**src/design/rs485_packet_deframer_macros.svh**
```systemverilog
// Assertion macros for the RS-485 packet deframer.
// Used by the top level; expects clk and rst_n in scope where expanded.
`ifndef RS485_PACKET_DEFRAMER_MACROS_SVH
`define RS485_PACKET_DEFRAMER_MACROS_SVH

// Same-cycle implication, disabled while in reset
`define RPD_ASSERT_IMPLIES(label, ante, cons, msg) \
    label: assert property (@(posedge clk) disable iff (!rst_n) (ante) |-> (cons)) \
        else $error(msg);

// Next-cycle implication, disabled while in reset
`define RPD_ASSERT_NEXT(label, ante, cons, msg) \
    label: assert property (@(posedge clk) disable iff (!rst_n) (ante) |=> (cons)) \
        else $error(msg);

`endif

```
**src/design/rpd_pkg.sv**
```systemverilog
// Shared types and constants for the RS-485 packet deframer.
// No dependencies; imported by every module of the block.
`timescale 1ns / 1ps
`default_nettype none

package rpd_pkg;

    localparam int IDLE_W = 18;
    localparam int CFG_IDX_W = 2;

    localparam logic [7:0] SYNC_BYTE = 8'hEA;
    localparam logic [IDLE_W-1:0] IDLE_MAX = '1;

    // item kinds on the input side
    localparam logic CMD_BYTE = 1'b0;
    localparam logic CMD_TICK = 1'b1;

    // configuration register indexes
    localparam logic [CFG_IDX_W-1:0] REG_STATION_ID = 2'd0;
    localparam logic [CFG_IDX_W-1:0] REG_TIMEOUT = 2'd1;

    typedef enum logic [2:0] {
        ST_HUNT  = 3'd0,
        ST_ID    = 3'd1,
        ST_CMD   = 3'd2,
        ST_LEN_H = 3'd3,
        ST_LEN_L = 3'd4,
        ST_DATA  = 3'd5
    } parse_state_t;

    typedef enum logic [1:0] {
        EV_PAYLOAD = 2'd0,
        EV_EMPTY   = 2'd1,
        EV_ABORT   = 2'd2
    } event_t;

    typedef struct packed {
        logic       command;
        logic [7:0] rx_byte;
    } item_t;

    typedef struct packed {
        event_t      event_res;
        logic [7:0]  frame_command;
        logic [15:0] frame_length;
        logic [15:0] byte_index;
        logic [7:0]  data_byte;
        logic        last;
    } result_t;

endpackage

`default_nettype wire

```
**src/design/rpd_in_stage.sv**
```systemverilog
// Input register of the deframer: holds one accepted item until parsed.
// Depends on rpd_pkg for the item type.
`timescale 1ns / 1ps
`default_nettype none

module rpd_in_stage
    import rpd_pkg::*;
(
    input  wire logic  clk,
    input  wire logic  rst_n,
    input  wire logic  s_tvalid,
    output logic       s_tready,
    input  wire item_t s_item,
    input  wire logic  take,
    output logic       item_valid,
    output item_t      item
);

    logic  valid_reg;
    item_t item_reg;

    // accept while empty or while the held item moves on this cycle
    assign s_tready = !valid_reg || take;

    // track occupancy
    always_ff @(posedge clk or negedge rst_n)
    begin
        if (!rst_n)
        begin
            valid_reg <= 1'b0;
        end
        else if (s_tvalid && s_tready)
        begin
            valid_reg <= 1'b1;
        end
        else if (take)
        begin
            valid_reg <= 1'b0;
        end
    end

    // capture the item payload
    always_ff @(posedge clk)
    begin
        if (s_tvalid && s_tready)
        begin
            item_reg <= s_item;
        end
    end

    assign item_valid = valid_reg;
    assign item = item_reg;

endmodule

`default_nettype wire

```
**src/design/rpd_parse.sv**
```systemverilog
// Frame parser: state machine, held header fields, idle counter, config.
// Depends on rpd_pkg for state, item and result types.
`timescale 1ns / 1ps
`default_nettype none

module rpd_parse
    import rpd_pkg::*;
#(
    parameter int TICKS_PER_SECOND = 1000
)
(
    input  wire logic                 clk,
    input  wire logic                 rst_n,
    input  wire logic                 cfg_write,
    input  wire logic [CFG_IDX_W-1:0] cfg_index,
    input  wire logic [7:0]           cfg_data,
    input  wire logic                 proc,
    input  wire item_t                item,
    output logic                      res_valid,
    output result_t                   res
);

    localparam int LIMIT_W = 8 + $clog2(TICKS_PER_SECOND + 1);
    localparam int CMP_W = (LIMIT_W > IDLE_W) ? LIMIT_W : IDLE_W;

    parse_state_t        state_reg, state_next;
    logic [7:0]          cmd_reg, cmd_next;
    logic [15:0]         len_reg, len_next;
    logic [15:0]         count_reg, count_next;
    logic [IDLE_W-1:0]   idle_reg, idle_next;
    logic [IDLE_W-1:0]   idle_inc;
    logic [7:0]          station_reg;
    logic [LIMIT_W-1:0]  limit_reg;
    logic [15:0]         len_full;
    logic [16:0]         idx_plus;
    logic                timed_out;

    // configuration: keep the id and the timeout already scaled to ticks
    always_ff @(posedge clk or negedge rst_n)
    begin
        if (!rst_n)
        begin
            station_reg <= 8'd0;
            limit_reg   <= LIMIT_W'(TICKS_PER_SECOND);
        end
        else if (cfg_write)
        begin
            if (cfg_index == REG_STATION_ID)
            begin
                station_reg <= cfg_data;
            end
            else if (cfg_index == REG_TIMEOUT)
            begin
                limit_reg <= LIMIT_W'(cfg_data) * LIMIT_W'(TICKS_PER_SECOND);
            end
        end
    end

    // parser state and held frame fields
    always_ff @(posedge clk or negedge rst_n)
    begin
        if (!rst_n)
        begin
            state_reg <= ST_HUNT;
            cmd_reg   <= 8'd0;
            len_reg   <= 16'd0;
            count_reg <= 16'd0;
            idle_reg  <= '0;
        end
        else
        begin
            state_reg <= state_next;
            cmd_reg   <= cmd_next;
            len_reg   <= len_next;
            count_reg <= count_next;
            idle_reg  <= idle_next;
        end
    end

    // saturating idle count and timeout compare
    assign idle_inc  = (idle_reg == IDLE_MAX) ? idle_reg : idle_reg + 1'b1;
    assign timed_out = CMP_W'(idle_inc) > CMP_W'(limit_reg);
    assign len_full  = {len_reg[15:8], item.rx_byte};
    assign idx_plus  = {1'b0, count_reg} + 17'd1;

    // next state and result
    always_comb
    begin
        state_next    = state_reg;
        cmd_next      = cmd_reg;
        len_next      = len_reg;
        count_next    = count_reg;
        idle_next     = idle_reg;
        res_valid     = 1'b0;
        res.event_res = EV_PAYLOAD;
        res.byte_index = 16'd0;
        res.data_byte = 8'd0;
        res.last      = 1'b1;

        if (proc)
        begin
            if (item.command == CMD_TICK)
            begin
                idle_next = idle_inc;
                if (state_reg != ST_HUNT && timed_out)
                begin
                    state_next     = ST_HUNT;
                    idle_next      = '0;
                    res_valid      = 1'b1;
                    res.event_res  = EV_ABORT;
                    res.byte_index = count_reg;
                end
            end
            else
            begin
                idle_next = '0;
                unique case (state_reg)
                    ST_HUNT:
                    begin
                        if (item.rx_byte == SYNC_BYTE)
                        begin
                            state_next = ST_ID;
                        end
                    end
                    ST_ID:
                    begin
                        state_next = (item.rx_byte == station_reg) ? ST_CMD : ST_HUNT;
                    end
                    ST_CMD:
                    begin
                        cmd_next   = item.rx_byte;
                        state_next = ST_LEN_H;
                    end
                    ST_LEN_H:
                    begin
                        len_next   = {item.rx_byte, 8'd0};
                        count_next = 16'd0;
                        state_next = ST_LEN_L;
                    end
                    ST_LEN_L:
                    begin
                        len_next   = len_full;
                        count_next = 16'd0;
                        if (len_full == 16'd0)
                        begin
                            state_next    = ST_HUNT;
                            res_valid     = 1'b1;
                            res.event_res = EV_EMPTY;
                        end
                        else
                        begin
                            state_next = ST_DATA;
                        end
                    end
                    ST_DATA:
                    begin
                        count_next     = idx_plus[15:0];
                        res_valid      = 1'b1;
                        res.event_res  = EV_PAYLOAD;
                        res.byte_index = count_reg;
                        res.data_byte  = item.rx_byte;
                        res.last       = idx_plus >= {1'b0, len_reg};
                        if (res.last)
                        begin
                            state_next = ST_HUNT;
                        end
                    end
                    default:
                    begin
                        // undefined codes parse as hunting
                        state_next = (item.rx_byte == SYNC_BYTE) ? ST_ID : ST_HUNT;
                    end
                endcase
            end
        end

        res.frame_command = cmd_next;
        res.frame_length  = len_next;
    end

endmodule

`default_nettype wire

```
**src/design/rpd_out_stage.sv**
```systemverilog
// Output register of the deframer: holds one result until taken downstream.
// Depends on rpd_pkg for the result type.
`timescale 1ns / 1ps
`default_nettype none

module rpd_out_stage
    import rpd_pkg::*;
(
    input  wire logic    clk,
    input  wire logic    rst_n,
    input  wire logic    load,
    input  wire logic    res_valid,
    input  wire result_t res,
    output logic         free,
    output logic         m_tvalid,
    input  wire logic    m_tready,
    output result_t      m_res
);

    logic    valid_reg;
    result_t res_reg;

    // room for a new result this cycle
    assign free = !valid_reg || m_tready;

    // load on a parsed item, drop once taken
    always_ff @(posedge clk or negedge rst_n)
    begin
        if (!rst_n)
        begin
            valid_reg <= 1'b0;
        end
        else if (load)
        begin
            valid_reg <= res_valid;
        end
        else if (m_tready)
        begin
            valid_reg <= 1'b0;
        end
    end

    // capture result payload
    always_ff @(posedge clk)
    begin
        if (load && res_valid)
        begin
            res_reg <= res;
        end
    end

    assign m_tvalid = valid_reg;
    assign m_res = res_reg;

endmodule

`default_nettype wire

```
**src/design/rs485_packet_deframer.sv**
```systemverilog
// Top level of the RS-485 packet deframer: input register, parser, output register.
// Depends on rpd_pkg, rpd_in_stage, rpd_parse, rpd_out_stage and the macros header.
//
//  channel | dir | handshake          | payload
//  --------+-----+--------------------+-----------------------------------------------
//  s_      | in  | s_tvalid/s_tready  | tuser: command; tdata: rx_byte
//  m_      | out | m_tvalid/m_tready  | tuser: event_res; tlast: last; tdata: header+data
//  cfg_    | in  | cfg_valid/cfg_ready| cfg_index, cfg_data
//
//  One item per cycle sustained while m_tready is high; a result passes the input
//  register and the parser and is held in the output register until it is taken.
//  The rate is set by the parser state loop, which closes once per item.
//  Reset is asynchronous; it clears the parser to hunting and loads the default
//  timeout. A low m_tready holds the result; the input register then keeps one
//  item and s_tready drops until the result is taken.
`timescale 1ns / 1ps
`default_nettype none
`include "rs485_packet_deframer_macros.svh"

module rs485_packet_deframer
    import rpd_pkg::*;
#(
    parameter int TICKS_PER_SECOND = 1000
)
(
    input  wire logic                 clk,
    input  wire logic                 rst_n,
    input  wire logic                 s_tvalid,
    output logic                      s_tready,
    input  wire logic [7:0]           s_tdata,   // [7:0] rx_byte
    input  wire logic                 s_tuser,   // [0] command
    output logic                      m_tvalid,
    input  wire logic                 m_tready,
    output logic [47:0]               m_tdata,   // [7:0] frame_command, [23:8] frame_length,
                                                 // [39:24] byte_index, [47:40] data_byte
    output logic [1:0]                m_tuser,   // [1:0] event_res
    output logic                      m_tlast,
    input  wire logic                 cfg_valid,
    output logic                      cfg_ready,
    input  wire logic [CFG_IDX_W-1:0] cfg_index,
    input  wire logic [7:0]           cfg_data
);

    item_t   s_item;
    item_t   item;
    logic    item_valid;
    logic    out_free;
    logic    proc;
    logic    res_valid;
    result_t res;
    result_t m_res;

    // configuration is always taken
    assign cfg_ready = 1'b1;

    assign s_item.command = s_tuser;
    assign s_item.rx_byte = s_tdata;

    // parse the held item whenever the output register has room
    assign proc = item_valid && out_free;

    rpd_in_stage u_in
    (
        .clk        (clk),
        .rst_n      (rst_n),
        .s_tvalid   (s_tvalid),
        .s_tready   (s_tready),
        .s_item     (s_item),
        .take       (proc),
        .item_valid (item_valid),
        .item       (item)
    );

    rpd_parse #(
        .TICKS_PER_SECOND (TICKS_PER_SECOND)
    ) u_parse
    (
        .clk       (clk),
        .rst_n     (rst_n),
        .cfg_write (cfg_valid && cfg_ready),
        .cfg_index (cfg_index),
        .cfg_data  (cfg_data),
        .proc      (proc),
        .item      (item),
        .res_valid (res_valid),
        .res       (res)
    );

    rpd_out_stage u_out
    (
        .clk       (clk),
        .rst_n     (rst_n),
        .load      (proc),
        .res_valid (res_valid),
        .res       (res),
        .free      (out_free),
        .m_tvalid  (m_tvalid),
        .m_tready  (m_tready),
        .m_res     (m_res)
    );

    // pack the result fields
    assign m_tdata = {m_res.data_byte, m_res.byte_index, m_res.frame_length,
                      m_res.frame_command};
    assign m_tuser = m_res.event_res;
    assign m_tlast = m_res.last;

    // empty-frame and abort results always close the frame
    `RPD_ASSERT_IMPLIES(a_close_last,
        m_tvalid && (m_tuser == EV_EMPTY || m_tuser == EV_ABORT), m_tlast,
        "empty or abort result without last")

    // a payload byte lies inside its declared length
    `RPD_ASSERT_IMPLIES(a_index_in_len,
        m_tvalid && m_tuser == EV_PAYLOAD, m_tdata[39:24] < m_tdata[23:8],
        "payload index beyond frame length")

    // a parsed item with a result shows up on the output next cycle
    `RPD_ASSERT_NEXT(a_result_lands, proc && res_valid, m_tvalid,
        "parsed result not presented")

endmodule

`default_nettype wire
```
**config.mk**
```make
export PLATFORM = sky130hd
export DESIGN_NAME = rs485_packet_deframer
export DESIGN_NICKNAME = d
export VERILOG_FILES = /design/src/design/rpd_pkg.sv /design/src/design/rpd_in_stage.sv /design/src/design/rpd_parse.sv /design/src/design/rpd_out_stage.sv /design/src/design/rs485_packet_deframer.sv
export VERILOG_INCLUDE_DIRS = /design/src /design/src/design
export SDC_FILE = /design/constraint.sdc
export NUM_CORES = 1
export LEC_CHECK = 0
export BUFFER_PORTS_ARGS = -buffer_cell sky130_fd_sc_hd__buf_2
export CORE_UTILIZATION = 40
export CTS_CLUSTER_DIAMETER = 60
export DETAILED_ROUTE_END_ITERATION = 16
export GPL_ROUTABILITY_DRIVEN = 1
export PLACE_DENSITY_LB_ADDON = 0.05
export SETUP_SLACK_MARGIN = 0.05
export SYNTH_ARGS = -nofsm -noshare
export SYNTH_HDL_FRONTEND = slang
export SYNTH_SLANG_ARGS = --single-unit
```
**constraint.sdc**
```tcl
create_clock -name clk -period 10.6 [get_ports clk]
set_input_delay 0.53 -clock clk [delete_from_list [all_inputs] [get_ports clk]]
set_output_delay 0.53 -clock clk [all_outputs]
set_load 0.05 [all_outputs]
```
==> flow_summary_export.csv, run 1 <==
group,metric,value,unit
run_status,status,"finished, final reports clean",
place,gp_congestion,0.834,
final_layout,nFillCells,1911,
route,drc,0,
timing,setup_tns,0,ns
critical_path,r2r_cells,14,
logic_synthesis,synthFlopType,"dfrtp_1",
final_layout,layout.cells.non_filler,1141,
global_route,grt_pass1_wl,31.7,mm
cts,clockBufferDepth,2,
final_layout,drive_above_1_share,17.5,%
final_layout,fin_area,0.00966,mm2
logic_synthesis,syn_avg_cell_area,10.7,um2
floorplan,dieArea,0.0216,mm2
timing,whs,0.0791,ns
timing,final.period_utilization,42.1,%
pwr,p_per_area,194,mW/mm2
place,io_buffers,76,
global_route,overflow,0,
floorplan,pin_count,78,
logic_synthesis,async_reset_ff_share,58.9,%
floorplan,fp.coreArea,0.0204,mm2
pwr,pwr-share-clk,32.0,%
timing,clock.fmax,224,MHz
logic_synthesis,seq_area_frac_synth,47.1,%
logic_synthesis,synth-seq-cells,146,
logic_synthesis,synth_area,0.00842,mm2
critical_path,crit_arrival,4.77,ns
final_layout,mostFrequentLayoutCells,"dfrtp_1, inv_1, buf_2",
critical_path,cp-startpoint,"u_parse.idle_reg[3]$_DFFE_PN0P_",
logic_synthesis,synth_top_area_share,23.8,%
critical_path,path_class,"register to register",
global_route,grt_max_degree,53,
final_layout,layout_commonest_cell,"dfrtp_1",
pwr,intPower,0.00124,W
logic_synthesis,synth_nets,901,
timing,setup_viol,0,
place,dp_hpwl,14.1,mm
logic_synthesis,synth.top_cells.by_area,"dfrtp_1, edfxtp_1, ha_1",
timing,tightest_slew,1.20,ns
timing,period_needed,4.46,ns
pwr,switchingPower,0.000635,W
route,vias,5995,
cts,cts_made_buffers,17,
timing,max_slew_margin,20.3,%
route,routedWlPerCell,16.8,um
timing,fin_skew,0.0113,ns
pwr,peakVddDrop,0.110,mV
cts,clkTransAtPathRegs,0.06,ns
critical_path,start_kind,"register",
logic_synthesis,syn_inst,785,
cts,htree_num_levels,4,
cts,cts_tree,"yes",
cts,postCtsHoldBufs,0,
pwr,total_power,0.00188,W
floorplan,rows,52,
cts,post_cts_buffers,0,
floorplan,die_y,147,um
final_layout,area_growth,14.8,%
place,postPlaceCellArea,0.00906,mm2
global_route,gr-usage-all-layers,19.0,%
final_layout,layout.nets,974,
cts,clock_sinks,146,
final_layout,regArea,0.00396,mm2
cts,post_cts_resized,0,
final_layout,multi_input_area,0.00406,mm2
min_path,hold_class,"primary input to asynchronous set/reset pin",
critical_path,cp_max_fo,52,
route,totalWireLength,19.2,mm
timing,slew_viol_final,0,
logic_synthesis,yosys.area.top_type,"dfrtp_1",
route,vias_per_cell,5.25,
pwr,p_leak,4.43,nW
critical_path,endpoint_kind,"register",
final_layout,diodes,0,
timing,final_hold_viol_count,0,
logic_synthesis,yosys_warnings,0,
pwr,p_seq_share,40.0,%
place,dp.cells,1109,
global_route,antenna_found_initial,0,
run,cap_viol_max_count,0,
cts,clk_latency,0.43,ns
logic_synthesis,synth.distinct_cells,59,
global_route,grt_pass1_vias,6168,
cts,cts_root_buffer,"clkbuf_16",
route,dr.pass1.iters,5,
floorplan,die_x,147,um
route,postRouteAntennaNets,0,
pwr,switching_share,33.9,%
critical_path,r2r_start,"u_parse.idle_reg[3]$_DFFE_PN0P_",
critical_path,critPathRequiredTime,10.91,ns
floorplan,start_util,41.2,%
final_layout,largest_register_ffs,51,
route,dr.first_iter.drc_count,223,
pwr,comb_power_share,27.9,%
timing,rsz0062_at_grt,"no",
logic_synthesis,synth_edf_count,60,
-- synthesized netlist by cell type (all sizes together) (9+ instances only) --
library cell,instances
o21ai,52
a21oi,25
nor2,50
o31ai,18
dfrtp,80
nor3,11
and2,28
nand4,11
inv,77
a22o,18
nor4,9
edfxtp,60
nand2,66
xnor2,23
fa,22
xor2,19
clkbuf,21
nand3,23
mux2,20
ha,70
and3,10
-- logic make-up after synthesis --
| group | Yosys count | synth area share (%) |
|---|---|---|
| muxes | 22 | 2.91 |
| and+or+nand+nor | 235 | 14.2 |
| AOI/OAI and AO/OA | 143 | 10.9 |
| adders and majority gates | 92 | 15.6 |
| DFF | 146 | 47.1 |
| other | 1 | 0.0446 |
| xor gates and xnor gates | 42 | 4.37 |
| buffers and inverters | 104 | 4.91 |
-- critical path, cell delays in order (launching register included) --
cell	delay [ns]
dfrtp_1	0.47
and4_1	0.28
nand4_1	0.19
a2111o_1	0.45
inv_1	0.09
nand3_1	0.14
xnor2_1	0.18
ha_1	0.32
nand4_1	0.09
nor3_1	0.30
a31o_2	0.21
a22oi_2	0.10
and3_2	0.25
or3_2	0.91
nand2b_1	0.33
-- final timing paths --
check	endpoint	slack, ns
worst max-delay path	u_out.m_tvalid$_DFFE_PN0P_	6.14
worst min-delay path	u_parse.idle_reg[14]$_DFFE_PN0P_	0.08
worst max register to register	u_out.m_tvalid$_DFFE_PN0P_	6.14
worst min register to register	u_parse.limit_reg[8]$_DFFE_PN1P_	0.48
max in group asynchronous	u_parse.len_reg[15]$_DFF_PN0_	9.46
min in group clk	u_in.item[3]$_DFFE_PP_	0.29
-- area by class of cell --
cell class              count  share of cell area, %
multi-input cells         535                   42.0
flip-flops and latches    146                   41.0
clock buffers              17                   4.40
repair buffers             81                   4.35
well taps                 270                   3.50
inverters                  77                   2.99
clock inverters            15                   1.77
-- metal layers --
layer | vias up | routed length [um] | global-route usage, %
li1 | 2905 | - | -
met2 | 100 | 9730 | 32.3
met5 | - | 0 | 0
met1 | 2965 | 8490 | 23.7
met4 | 0 | 457 | 8.30
met3 | 25 | 528 | 3.11
-- through the flow --
stage	worst slack, ns	utilization [%]
finish	6.14	47.3
global route	5.68	47.3
CTS	6.13	47.3
detailed placement	6.04	44.4
global placement	6.11	44.4
floorplan	6.42	-
-- power groups by stage --
stage	clock network [W]	logic, W	registers (W)
after detailed placement	0	0.000531	0.000762
after CTS	0.000613	0.000537	0.000752
final	0.000600	0.000524	0.000751
after global placement	0	0.000525	0.000760
after floorplan	0	0.000394	0.000753
after global routing	0.000635	0.000613	0.000762
Note: power is estimated with default switching activity, not from simulation.
==> run 2, diff against run 1 <==
Clock period 10.6 ns to 3.9 ns, I/O delays scaled along.
==> run 2 against run 1 <==
Effect of this change: combinational power grew to 3.2 times the previous value; worst setup slack got worse by 6.0 ns; register-to-register slack worse by 6.0 ns; critical path depth rose by 1; clock power increased to 2.7 times the previous value; fmax increased by 20%; first-iteration DRC count rose by 45%; hold slack improved by 0.034 ns; cell area grew 6.6%.
==> flow_summary_export.csv, run 2 (synthesis results as in run 1) <==
group,metric,value,unit
run_status,status,"finished, final reports clean",
cts,clk_latency,0.42,ns
timing,setup_viol,0,
timing,max_slew_margin,26.7,%
critical_path,crit_arrival,3.89,ns
timing,rsz0062_at_grt,"no",
pwr,switching_share,32.6,%
global_route,grt_pass1_vias,6387,
place,dp_hpwl,14.3,mm
critical_path,max_stage_delay,0.41,ns
floorplan,rows,52,
place,pre_cts_slack,-0.214,ns
timing,setup_tns,0,ns
timing,tightest_slew,1.10,ns
place,dp.cells,1159,
final_layout,postLayoutCoreUtil,50.4,%
floorplan,dieArea,0.0216,mm2
cts,clkTransAtPathRegs,0.06,ns
critical_path,crit_buf_inv,2,
pwr,switchingPower,0.00173,W
timing,whs,0.113,ns
final_layout,drive_above_1_share,23.6,%
final_layout,layout.cells.non_filler,1206,
pwr,p_seq_share,38.1,%
critical_path,endpoint_kind,"register",
timing,slew_viol_final,0,
final_layout,regArea,0.00397,mm2
timing,setup_ws,0.179,ns
critical_path,slowest_stage,"dfrtp_1",
timing,fin_skew,0.0150,ns
route,drc,0,
place,io_buffers,76,
global_route,antenna_found_initial,0,
pwr,p_per_area,516,mW/mm2
timing,final_hold_viol_count,0,
global_route,grt_util_met3,4.10,%
global_route,overflow,0,
cts,cts_made_buffers,17,
place,gp_congestion,0.829,
route,totalWireLength,19.3,mm
pwr,comb_power_share,31.4,%
cts,cts_root_buffer,"clkbuf_16",
critical_path,cp_max_fo,21,
timing,final.period_utilization,95.4,%
critical_path,critPathRequiredTime,4.07,ns
cts,htree_num_levels,4,
critical_path,cp_top_family,"simple AND/OR/NAND/NOR gates",
timing,period_needed,3.72,ns
global_route,gr-usage-all-layers,19.1,%
global_route,grt_busiest_layer,"met2",
route,routedWlPerCell,16.0,um
final_layout,multi_input_area,0.00415,mm2
floorplan,start_util,41.2,%
floorplan,die_y,147,um
cts,cts_tree,"yes",
critical_path,path_class,"register to register",
critical_path,crit_chain,"and4_4, nand4_1, buf_4, nor2_2, nand2_2, nor2_4, xor2_2, ha_1, nand2_1, o21ai_0, a221oi_2, a22oi_2, and3_2, or3_4, bufbuf_16",
pwr,pwr-share-clk,30.5,%
route,vias_per_cell,5.09,
final_layout,layout.nets,1039,
global_route,use_met2,33.3,%
cts,clock_sinks,146,
floorplan,die_x,147,um
final_layout,diodes,0,
global_route,grt_max_degree,64,
final_layout,largest_register_ffs,51,
global_route,use_met1,23.7,%
min_path,hold_class,"primary input to register",
timing,clock.fmax,269,MHz
floorplan,pin_count,78,
global_route,grt_pass1_wl,32.2,mm
pwr,p_leak,4.75,nW
route,postRouteAntennaNets,0,
final_layout,nFillCells,1872,
critical_path,start_kind,"register",
pwr,intPower,0.00358,W
pwr,peakVddDrop,0.307,mV
run,cap_viol_max_count,0,
route,vias,6140,
cts,clockBufferDepth,2,
final_layout,mostFrequentLayoutCells,"inv_1, dfrtp_1, buf_2",
route,dr.first_iter.drc_count,324,
floorplan,fp.coreArea,0.0204,mm2
route,dr.pass1.iters,5,
final_layout,area_growth,22.3,%
[run 2: changes by cell type in the layout (fill, tap and decap cells not counted), moves of 3 or more]
cell / previous run / this run
dfrtp_1: 80 / 77
inv_8: 4 / 1
dlygate4sd3_1: 0 / 11
dfrtp_2: 0 / 3
nor2_1: 49 / 46
buf_4: 6 / 58
[run 2: metal layers]
metal | up-vias | wire [um]
met5 | - | 0
li1 | 3033 | -
met3 | 21 | 527
met2 | 105 | 9970
met4 | 0 | 357
met1 | 2981 | 8430
[run 2: power by group through the flow]
stage          Combinational (W)  Clock, W  Sequential, W
3_5_place_dp             0.00161         0        0.00205
3_3_place_gp             0.00159         0        0.00204
6_report                 0.00167   0.00162        0.00202
5_1_grt                  0.00192   0.00173        0.00205
2_1_floorplan            0.00107         0        0.00204
4_1_cts                  0.00165   0.00166        0.00202
[run 2: layout make-up]
cell class                 count  area share, %
sequential                   146           38.5
timing repair buffer         146           9.46
tap                          270           3.28
clock buffer                  18           4.17
multi-input combinational    535           40.3
inverter                      77           2.81
clock inverter                14           1.51
[run 2: timing repair]
item,CTS,global route
gates cloned,1,0
pin swaps,6,6
hold buffers,11,0
resized for setup,15,6
setup endpoints to repair,69,24
buffers inserted,1,2
endpoints found under the hold margin,71,0
[run 2: worst paths after layout]
path	slack, ns	cells after the start	start	to
setup / recovery	0.18	15	u_parse.idle_reg[6]$_DFFE_PN0P_	u_out.m_res[46]$_DFFE_PP_
hold / removal	0.11	2	cfg_data[4]	u_parse.station_reg[4]$_DFFE_PN0P_
setup reg to reg	0.18	15	u_parse.idle_reg[6]$_DFFE_PN0P_	u_out.m_res[46]$_DFFE_PP_
hold reg to reg	0.48	2	u_parse.limit_reg[11]$_DFFE_PN0P_	u_parse.limit_reg[11]$_DFFE_PN0P_
max in group asynchronous	2.55	3	rst_n	u_parse.limit_reg[5]$_DFFE_PN1P_
min in group asynchronous	0.43	2	rst_n	u_parse.idle_reg[12]$_DFFE_PN0P_
[run 2: through the flow]
step	power [W]	area, um2
final	0.00531	10300
after global routing	0.00570	10300
after CTS	0.00533	10200
after detailed placement	0.00366	9450
after global placement	0.00363	9450
after floorplan	0.00312	8420
==> run 3, diff against run 2 <==
Settings changed: CELL_PAD_IN_SITES_DETAIL_PLACEMENT set to 1, CELL_PAD_IN_SITES_GLOBAL_PLACEMENT set to 1, RECOVER_POWER set to 100.
==> run 3 against run 2 <==
Effect of this change: the run now ends with capacitance limit, slew limit left; power up 3.2%; global-route usage up 3.5 points; core utilization up 0.85 points; combinational power up 5%; flip-flop and latch count unchanged; hold slack worse by 0.015 ns; register-to-register slack better by 0.03 ns; fmax up 0.74%; critical path type unchanged.
==> flow_summary_export.csv, run 3 (synthesis results as in run 1) <==
group,metric,value,unit
min_path,hp-start,"m_tready",
timing,period_needed,3.69,ns
pwr,peakVddDrop,0.303,mV
critical_path,r2r_end,"u_out.m_res[2]$_SDFFCE_PP0P_",
cts,cts_root_buffer,"clkbuf_16",
final_layout,layout_commonest_cell,"dfrtp_1",
floorplan,fp.coreArea,0.0204,mm2
timing,tightest_slew,1.63,ns
run,cap_viol_max_count,2,
route,drc,0,
floorplan,rows,52,
run_status,status,"complete, but fails checks",
global_route,grt_pass1_wl,37.7,mm
cts,htree_num_levels,4,
critical_path,endpoint_kind,"register",
place,dp_hpwl,16.6,mm
critical_path,crit_buf_inv,3,
pwr,p_leak,4.71,nW
final_layout,nFillCells,2257,
route,vias,6522,
min_path,hold-path-endpoint,"u_out.m_tvalid$_DFFE_PN0P_",
global_route,use_met2,41.6,%
global_route,gr-usage-all-layers,22.6,%
critical_path,r2r_start,"u_parse.idle_reg[6]$_DFFE_PN0P_",
critical_path,cp_max_fo,19,
final_layout,area_growth,24.4,%
critical_path,rrSetupSlack,0.21,ns
cts,cts_made_buffers,17,
critical_path,cp-startpoint,"u_parse.idle_reg[6]$_DFFE_PN0P_",
critical_path,max_stage_delay,0.41,ns
critical_path,r2r_cells,15,
critical_path,path_class,"register to register",
global_route,grt_pass1_vias,7214,
global_route,grt_busiest_layer,"met2",
critical_path,cp_common_cell,"a21oi_1",
floorplan,pin_count,78,
min_path,hold_class,"primary input to register",
place,dp.cells,1174,
critical_path,crit_chain,"buf_4, nand4_4, nor4_4, a21oi_1, buf_4, and3_1, xor2_2, ha_4, a21oi_1, a21oi_1, o31ai_1, a22oi_2, and3_4, or3_4, buf_12",
place,io_buffers,76,
cts,clock_sinks,146,
cts,clockBufferDepth,2,
global_route,grt_max_degree,59,
place,pre_cts_slack,-0.256,ns
final_layout,layout.cells.non_filler,1231,
floorplan,start_util,41.2,%
final_layout,mostFrequentLayoutCells,"dfrtp_1, inv_1, buf_4",
timing,rsz0062_at_grt,"no",
final_layout,multi_input_area,0.00419,mm2
pwr,p_per_area,523,mW/mm2
final_layout,largest_register_ffs,51,
critical_path,critPathRequiredTime,4.08,ns
final_layout,layout.nets,1064,
timing,slew_viol_final,89,
route,dr.first_iter.drc_count,191,
cts,cts_tree,"yes",
global_route,overflow,0,
floorplan,die_y,147,um
route,dr.pass1.iters,5,
global_route,grt_util_met3,3.73,%
final_layout,regArea,0.00396,mm2
timing,max_slew_margin,-8.54,%
critical_path,slowest_stage,"or3_4",
global_route,use_met1,25.8,%
floorplan,die_x,147,um
cts,clkTransAtPathRegs,0.07,ns
min_path,min_path_cells,3,
timing,setup_viol,0,
route,postRouteAntennaNets,0,
run_status,violations,"capacitance limit, slew limit",
critical_path,crit_arrival,3.88,ns
critical_path,start_kind,"register",
route,totalWireLength,23.1,mm
route,routedWlPerCell,18.8,um
final_layout,diodes,0,
global_route,antenna_found_initial,0,
timing,fin_skew,0.00960,ns
place,gp_congestion,0.811,
critical_path,cp_top_family,"simple AND/OR/NAND/NOR gates",
timing,final_hold_viol_count,0,
floorplan,dieArea,0.0216,mm2
timing,clock.fmax,271,MHz
cts,clk_latency,0.43,ns
pwr,total_power,0.00547,W
timing,setup_ws,0.207,ns
final_layout,drive_above_1_share,19.3,%
route,vias_per_cell,5.30,
timing,final.period_utilization,94.7,%
## run 3: power breakdown
part / internal (W) / switching, W
sequential: 0.00187 / 0.000165
clock: 0.000960 / 0.000717
combinational: 0.000796 / 0.000969
## run 3: repair_timing
action | in CTS | in global routing
hold buffers | 11 | 0
gates cloned | 1 | 1
gates resized for setup | 15 | 21
pin swaps | 5 | 14
buffers inserted | 1 | 11
hold endpoints to repair | 67 | 0
endpoints found under the setup margin | 79 | 86
## run 3: through the flow
stage / hold WS, ns / setup TNS (ns) / utilization [%] / area [um2]
after global placement: 0.333 / -5.71 / 46.8 / 9560
final: 0.0980 / 0 / 51.2 / 10500
after floorplan: -0.101 / 0 / - / 8420
after detailed placement: 0.346 / -14.27 / 46.8 / 9560
after CTS: 0.0678 / 0 / 50.7 / 10400
after global routing: 0.0972 / 0 / 51.2 / 10500
## run 3: worst register-to-register path, delay by kind of cell, from the launching register on
family / cells / cell delay [ns]
AO/OA/AOI/OAI: 5 / 0.84
XOR/XNOR: 1 / 0.22
adder cells (fa/ha/maj): 1 / 0.23
buffers and inverters: 3 / 0.50
flip-flops: 1 / 0.38
AND/OR/NAND/NOR: 5 / 1.27
## run 3: area by class of cell
type                       instances  area share, %
clock buffer                      17           4.06
inverter                          77           2.76
multi-input combinational        535           40.1
timing repair buffer             171           10.4
tap                              270           3.23
clock inverter                    15           1.61
sequential                       146           37.9
## run 3: how the worst max path moves through the flow
stage	to	cells after the start
finish	u_out.m_res[2]$_SDFFCE_PP0P_	15
global route	u_out.m_tvalid$_DFFE_PN0P_	16
CTS	u_out.m_res[38]$_DFFE_PP_	15
detailed placement	u_out.m_tvalid$_DFFE_PN0P_	17
global placement	u_parse.limit_reg[17]$_DFFE_PN0P_	14
floorplan	u_out.m_tvalid$_DFFE_PN0P_	14
## run 3: layer usage
layer | vias up | routed length, um
met4 | 0 | 665
li1 | 3070 | -
met2 | 119 | 12500
met1 | 3291 | 9370
met5 | - | 0
met3 | 42 | 594
